[src/kqsb_pkg.sv]
`default_nettype none

package kqsb_pkg;

    localparam int ENTRIES = 32;
    localparam int QUEUES  = 8;

    localparam int ENT_W   = $clog2(ENTRIES);
    localparam int IDX_W   = $clog2(ENTRIES + 1);
    localparam int QUEUE_W = (QUEUES > 1) ? $clog2(QUEUES) : 1;
    localparam int QNUM_W  = 8;
    localparam int DATA_W  = 32;

    // index one past the store marks an empty list
    localparam logic [IDX_W-1:0] NULL_IDX = IDX_W'(ENTRIES);

    typedef enum logic {
        OP_ENQ = 1'b0,
        OP_DEQ = 1'b1
    } op_t;

    typedef enum logic [1:0] {
        STATUS_OK    = 2'd0,
        STATUS_FULL  = 2'd1,
        STATUS_EMPTY = 2'd2,
        STATUS_BADQ  = 2'd3
    } status_t;

    typedef enum logic [1:0] {
        ST_IDLE = 2'b01,
        ST_EXEC = 2'b10
    } state_t;

endpackage

`default_nettype wire

[src/kqsb_ram.sv]
`default_nettype none

module kqsb_ram #(
    parameter int WIDTH = 32,
    parameter int DEPTH = 32,
    parameter int ADDR_W = (DEPTH > 1) ? $clog2(DEPTH) : 1
) (
    input  wire logic              clk,
    input  wire logic              we,
    input  wire logic [ADDR_W-1:0] waddr,
    input  wire logic [WIDTH-1:0]  wdata,
    input  wire logic [ADDR_W-1:0] raddr,
    output logic      [WIDTH-1:0]  rdata
);

    logic [WIDTH-1:0] mem [DEPTH];
    logic [WIDTH-1:0] rdata_reg;

    always_ff @(posedge clk)
    begin
        if (we)
        begin
            mem[waddr] <= wdata;
        end
        rdata_reg <= mem[raddr];
    end

    assign rdata = rdata_reg;

endmodule

`default_nettype wire

[src/k_queues_shared_buffer.sv]
`default_nettype none

// Several FIFO queues sharing one entry store through linked lists and a
// common free list.
// Command channel: a beat (opcode, queue_number, data_in) is taken at a
// rising edge with start high and busy low. opcode 0 enqueues data_in on
// queue queue_number (1 up to the queue count), opcode 1 dequeues from it.
// Result channel: done is high for exactly one cycle with data_out and
// status; the receiver cannot hold results off. status is 0 ok, 1 store
// full, 2 queue empty, 3 bad queue number; data_out is zero unless a
// dequeue succeeds, and an error leaves the queues untouched.
// Execution: the edge that takes the command beat registers it and enters
// the execute state, with busy high; done, data_out and status are registered
// from that state. No new command is taken while busy: the link store and
// data store have registered reads and are written in the execute state.
// Reset: all queues empty, every entry on the free list in index order;
// the link store is brought to its chain through per-entry valid bits, so
// commands are taken from the first cycle after reset.

module k_queues_shared_buffer
    import kqsb_pkg::*;
(
    input  wire logic                     clk,
    input  wire logic                     rst_n,
    input  wire logic                     start,
    input  wire logic                     opcode,
    input  wire logic        [QNUM_W-1:0] queue_number,
    input  wire logic signed [DATA_W-1:0] data_in,
    output logic                          busy,
    output logic                          done,
    output logic signed      [DATA_W-1:0] data_out,
    output logic             [1:0]        status
);

    state_t state_reg, state_next;

    logic [IDX_W-1:0]   free_head_reg, free_head_next;
    logic [IDX_W-1:0]   head_reg [QUEUES];
    logic [IDX_W-1:0]   tail_reg [QUEUES];
    logic [ENTRIES-1:0] link_vld_reg;

    op_t                op_reg;
    logic [QUEUE_W-1:0] q_reg;
    logic               bad_reg;
    logic [DATA_W-1:0]  din_reg;
    logic               link_vld_q_reg;

    logic               done_reg, done_next;
    logic [DATA_W-1:0]  data_out_reg, data_out_next;
    status_t            status_reg, status_next;

    logic               accept;
    logic               bad_in;
    logic [QUEUE_W-1:0] q_in;
    logic [ENT_W-1:0]   link_raddr;
    logic [ENT_W-1:0]   data_raddr;

    logic [IDX_W-1:0]   head_q;
    logic [IDX_W-1:0]   tail_q;
    logic [ENT_W-1:0]   rd_idx;
    logic [IDX_W-1:0]   link_rd;
    logic [IDX_W-1:0]   link_val;
    logic [DATA_W-1:0]  data_rd;

    logic               head_we;
    logic [IDX_W-1:0]   head_wdata;
    logic               tail_we;
    logic               link_we;
    logic [ENT_W-1:0]   link_waddr;
    logic [IDX_W-1:0]   link_wdata;
    logic               data_we;

    assign busy   = (state_reg == ST_EXEC);
    assign accept = start && (state_reg == ST_IDLE);

    // command decode on the incoming beat
    assign bad_in = (queue_number == '0) || (queue_number > QNUM_W'(QUEUES));
    assign q_in   = QUEUE_W'(queue_number - QNUM_W'(1));

    always_comb
    begin
        if (op_t'(opcode) == OP_ENQ)
        begin
            link_raddr = free_head_reg[ENT_W-1:0];
        end
        else
        begin
            link_raddr = head_reg[q_in][ENT_W-1:0];
        end
        data_raddr = head_reg[q_in][ENT_W-1:0];
    end

    kqsb_ram #(
        .WIDTH (IDX_W),
        .DEPTH (ENTRIES)
    ) u_link_ram (
        .clk   (clk),
        .we    (link_we),
        .waddr (link_waddr),
        .wdata (link_wdata),
        .raddr (link_raddr),
        .rdata (link_rd)
    );

    kqsb_ram #(
        .WIDTH (DATA_W),
        .DEPTH (ENTRIES)
    ) u_data_ram (
        .clk   (clk),
        .we    (data_we),
        .waddr (free_head_reg[ENT_W-1:0]),
        .wdata (din_reg),
        .raddr (data_raddr),
        .rdata (data_rd)
    );

    assign head_q = head_reg[q_reg];
    assign tail_q = tail_reg[q_reg];
    assign rd_idx = (op_reg == OP_ENQ) ? free_head_reg[ENT_W-1:0] : head_q[ENT_W-1:0];

    // unwritten link entries read as the reset chain
    assign link_val = link_vld_q_reg ? link_rd : (IDX_W'(rd_idx) + IDX_W'(1));

    always_comb
    begin
        state_next     = state_reg;
        free_head_next = free_head_reg;
        head_we        = 1'b0;
        head_wdata     = link_val;
        tail_we        = 1'b0;
        link_we        = 1'b0;
        link_waddr     = tail_q[ENT_W-1:0];
        link_wdata     = free_head_reg;
        data_we        = 1'b0;
        done_next      = 1'b0;
        data_out_next  = '0;
        status_next    = STATUS_OK;

        unique case (state_reg)
            ST_IDLE:
            begin
                if (start)
                begin
                    state_next = ST_EXEC;
                end
            end
            ST_EXEC:
            begin
                state_next = ST_IDLE;
                done_next  = 1'b1;
                if (bad_reg)
                begin
                    status_next = STATUS_BADQ;
                end
                else if (op_reg == OP_ENQ)
                begin
                    if (free_head_reg == NULL_IDX)
                    begin
                        status_next = STATUS_FULL;
                    end
                    else
                    begin
                        free_head_next = link_val;
                        tail_we        = 1'b1;
                        data_we        = 1'b1;
                        if (head_q == NULL_IDX)
                        begin
                            head_we    = 1'b1;
                            head_wdata = free_head_reg;
                        end
                        else
                        begin
                            link_we    = 1'b1;
                            link_waddr = tail_q[ENT_W-1:0];
                            link_wdata = free_head_reg;
                        end
                    end
                end
                else
                begin
                    if (head_q == NULL_IDX)
                    begin
                        status_next = STATUS_EMPTY;
                    end
                    else
                    begin
                        // last entry of the queue: tail link is never relied on
                        head_we        = 1'b1;
                        head_wdata     = (head_q == tail_q) ? NULL_IDX : link_val;
                        link_we        = 1'b1;
                        link_waddr     = head_q[ENT_W-1:0];
                        link_wdata     = free_head_reg;
                        free_head_next = head_q;
                        data_out_next  = data_rd;
                    end
                end
            end
            default:
            begin
                state_next = ST_IDLE;
            end
        endcase
    end

    always_ff @(posedge clk or negedge rst_n)
    begin
        if (!rst_n)
        begin
            state_reg     <= ST_IDLE;
            free_head_reg <= '0;
            link_vld_reg  <= '0;
            done_reg      <= 1'b0;
            for (int i = 0; i < QUEUES; i++)
            begin
                head_reg[i] <= NULL_IDX;
            end
        end
        else
        begin
            state_reg     <= state_next;
            free_head_reg <= free_head_next;
            done_reg      <= done_next;
            if (head_we)
            begin
                head_reg[q_reg] <= head_wdata;
            end
            if (link_we)
            begin
                link_vld_reg[link_waddr] <= 1'b1;
            end
        end
    end

    always_ff @(posedge clk)
    begin
        if (accept)
        begin
            op_reg         <= op_t'(opcode);
            q_reg          <= q_in;
            bad_reg        <= bad_in;
            din_reg        <= $unsigned(data_in);
            link_vld_q_reg <= link_vld_reg[link_raddr];
        end
        if (tail_we)
        begin
            tail_reg[q_reg] <= free_head_reg;
        end
        data_out_reg <= data_out_next;
        status_reg   <= status_next;
    end

    assign done     = done_reg;
    assign data_out = $signed(data_out_reg);
    assign status   = status_reg;

endmodule

`default_nettype wire

[config.mk]
export PLATFORM = sky130hd
export DESIGN_NAME = k_queues_shared_buffer
export DESIGN_NICKNAME = d
export VERILOG_FILES = /design/src/kqsb_pkg.sv /design/src/kqsb_ram.sv /design/src/k_queues_shared_buffer.sv
export SDC_FILE = /design/constraint.sdc
export NUM_CORES = 2
export LEC_CHECK = 0
export ABC_AREA = 1
export BUFFER_PORTS_ARGS = -buffer_cell sky130_fd_sc_hd__clkbuf_2
export CAP_MARGIN = 20
export CORE_MARGIN = 2
export CORE_UTILIZATION = 30
export DETAILED_ROUTE_END_ITERATION = 10
export PLACE_DENSITY_LB_ADDON = 0.05
export SETUP_SLACK_MARGIN = 0.3
export SLEW_MARGIN = 10
export SYNTH_ARGS = -nofsm -noshare
export SYNTH_HDL_FRONTEND = slang
export SYNTH_SLANG_ARGS = --single-unit
[constraint.sdc]
create_clock -name clk -period 3.6 [get_ports clk]
set_input_delay 1.08 -clock clk [delete_from_list [all_inputs] [get_ports clk]]
set_output_delay 1.08 -clock clk [all_outputs]
set_load 0.02 [all_outputs]
==> impl_metrics.py <==
metrics = {
    "clock_network": {
        "clk_latency_ps": 810,
        "cts_max_level": 4,
        "cts_tree": "yes",
        "cts_hold_buf": 0,
        "clk_pin_slew_ps": 60,
        "cts.sinks": 1466,
        "clockBufferDepth": 3,
        "cts-root-buf": "clkbuf_16",
        "tritoncts.num_buffers": 171,
    },
    "final_layout": {
        "layout-drive-gt1-share_pct": 14.3,
        "nets": 5549,
        "largest_reg_flops": 1024,
        "stdcell_count": 8291,
        "top_register": "u_data_ram.mem",
        "reg_top3": "u_data_ram.mem x1024, u_link_ram.mem x192",
        "syn_to_final_growth_pct": 20.6,
        "fill_cells": 19600,
    },
    "floorplan": {
        "die_height_um": 451,
        "row_count": 163,
        "die_area_um2": 203000,
        "core_um2": 198000,
        "die_x_um": 451,
        "ios": 80,
        "initial_core_util_pct": 30.3,
    },
    "detailed_routing": {
        "drcViolationCount": 0,
        "vias": 39500,
        "detail-route-antenna-nets": 0,
        "drtIter0Drc": 3100,
        "dr.pass1.iters": 5,
        "totalWireLength_mm": 198,
        "drt-wirelength-per-cell_um": 23.9,
        "vias_per_cell": 4.77,
    },
    "placed_design": {
        "dp_hpwl_mm": 116,
        "gp_congestion": 0.809,
        "io_buffers": 79,
        "placedCellCount": 7954,
    },
    "yosys": {
        "post-synth-top-count-cell": "edfxtp_1",
        "synth_top_flop_cell": "edfxtp_1",
        "synth_common_cells": "1302 x edfxtp_1, 818 x nand2_1, 637 x o21ai_0, 619 x inv_1, 529 x nand3_1",
        "synthCells": 5206,
        "synth_edf_count": 1302,
        "synth.yosys.warnings": 0,
        "yosysTopAreaCell": "edfxtp_1",
        "synth_area_leaders": "edfxtp_1 65%, o21ai_0 5.3%, nand2_1 5.1%, nand3_1 4.4%, inv_1 3.9%",
        "seq_area_frac_synth_pct": 71.5,
        "async_flop_share_pct": 6.07,
        "yosysUniqueCellTypes": 42,
        "syn_area_um2": 59900,
        "syn_avg_cell_area_um2": 11.5,
        "synth-seq-cells": 1466,
        "synth.net_count": 5252,
        "synth_top_area_share_pct": 65.3,
    },
    "setup_path": {
        "startpoint_type": "flip-flop",
        "arrival_ps": 3620,
        "critical_path_class": "reg -> reg",
        "cp_max_fo": 8,
        "critPathCaptureType": "flip-flop",
        "crit_required_ps": 4070,
    },
    "sta": {
        "holdWs_ps": 317,
        "period_needed_ps": 3150,
        "clock_skew_ps": 35.1,
        "period_share_pct": 87.6,
        "fmax_mhz": 317,
        "slew_headroom_pct": 29.0,
        "worst_pin_slew_ps": 1070,
        "maxSlewViolCount": 0,
        "rsz0062_at_grt": "no",
        "hold_viol": 0,
        "setup_violations": 0,
    },
    "pwr": {
        "peakVddDrop_uv": 454,
        "power.density_nw_per_um2": 588,
        "p_leak_nw": 27.3,
    },
    "global_route": {
        "grt_pass1_wl_mm": 287,
        "grt_max_degree": 65,
        "grt_usage_pct": 19.4,
        "grt_pass1_vias": 39400,
        "overflow": 0,
        "antenna_found_initial": 3,
    },
    "min_path": {
        "hold_path_class": "in -> async",
    },
    "job": {
        "maxCapViolations": 0,
    },
    "run_status": {
        "status": "finished, final reports clean",
    },
}
[cells in the final DEF, fill, tap and decap left out, types with 5 or more instances in the layout]
cell type / synthesis / final
buf_4: 4 / 214
buf_12: 0 / 112
nand2_2: 10 / 15
nor2_4: 13 / 48
clkinv_2: 0 / 30
nand3_1: 529 / 524
inv_2: 21 / 34
inv_6: 0 / 5
buf_8: 0 / 5
dfxtp_1: 75 / 75
dfstp_2: 9 / 9
o211ai_1: 161 / 161
nor2_2: 9 / 10
edfxtp_1: 1302 / 1302
nor2_1: 290 / 254
nand3b_1: 7 / 7
clkbuf_8: 0 / 17
bufinv_16: 0 / 7
clkinv_1: 3 / 30
inv_1: 619 / 600
o21ai_1: 13 / 13
nand2_1: 818 / 809
o21ai_0: 637 / 633
clkbuf_16: 0 / 177
dfrtp_1: 80 / 76
nand3_2: 2 / 7
o21bai_1: 9 / 9
clkbuf_1: 151 / 50
a21oi_1: 275 / 275
nand4_1: 11 / 11
clkbuf_2: 0 / 78
[routing by layer]
metal / GRT usage, % / up-vias / wire (µm)
met4: 4.39 / 0 / 3400
li1: - / 18700 / -
met3: 2.62 / 219 / 6620
met5: 0 / - / 0
met1: 26.5 / 19900 / 91700
met2: 32.6 / 700 / 96800
[cell families (layout without fill, tap and decap cells)]
family          count (synthesis)  in the layout  share of synthesized area, %
xor+xnor                        1              1                        0.0272
compound gates               1103           1103                          9.99
flops                        1466           1466                          71.5
simple gates                 1696           1696                          12.2
other cells                     0              2                             0
fa+ha+maj                       2              2                        0.0418
buf+inv                       937           1380                          6.21
mux                             1              1                        0.0167
[cell type report]
type | instances | area (µm²) | share of cell area [%]
clock buffer | 240 | 4750 | 6.58
antenna | 2 | 5.00 | 0.00693
clock inverter | 79 | 673 | 0.932
inverter | 644 | 2450 | 3.39
multi-input combinational | 2803 | 13700 | 18.9
tap | 2640 | 3300 | 4.57
timing repair buffer | 417 | 4510 | 6.24
sequential | 1466 | 42800 | 59.3
[per-stage QoR]
step                      total power [mW]  util [%]  instance area (µm²)  setup WS, ps  TNS [ps]
after floorplan                       22.8         -                59900         -53.1    -31330
after global placement                26.0      33.6                66400          -264     -4760
after detailed placement              26.0      33.6                66500          -301     -5250
after CTS                             43.1      36.3                71900           276         0
after global routing                  44.3      36.5                72200           298         0
final                                 42.5      36.5                72200           447         0
[what timing repair did]
item	in CTS	in global routing
hold endpoints to repair	0	0
buffers inserted	0	7
endpoints found under the setup margin	59	216
gates resized for setup	2	34
pin swaps	0	2
[where the power goes]
part / total (mW) / switching [mW] / internal [mW] / leakage (nW)
combinational: 6.23 / 4.17 / 2.05 / 11.0
sequential: 19.3 / 0.330 / 19.0 / 13.6
clock: 16.9 / 7.20 / 9.73 / 2.66
[critical path: stages (launching register included)]
cell      delay, ps
edfxtp_1        530
buf_4           200
nor2_1          220
nand3_1         160
nand2_1         170
nor2_2           70
inv_2            70
nor2_4           50
nand3_4         130
nand2_4         110
a22oi_2         360
inv_2           190
nor2_2          220
nand2_1         100
inv_1           220
[worst paths after layout]
check | from | to | slack, ps | depth (start not counted)
worst max-delay path | q_reg[2] | u_link_ram.mem[25][0] | 450 | 14
worst min-delay path | rst_n | head_reg[9] | 320 | 1
worst max register to register | q_reg[2] | u_link_ram.mem[25][0] | 450 | 14
worst min register to register | u_data_ram.rdata[28] | data_out[28] | 410 | 2
max in group asynchronous | rst_n | link_vld_reg[19] | 2550 | 2
min in group clk | u_data_ram.rdata[28] | data_out[28] | 410 | 2
(Power assumes the default switching activity.)
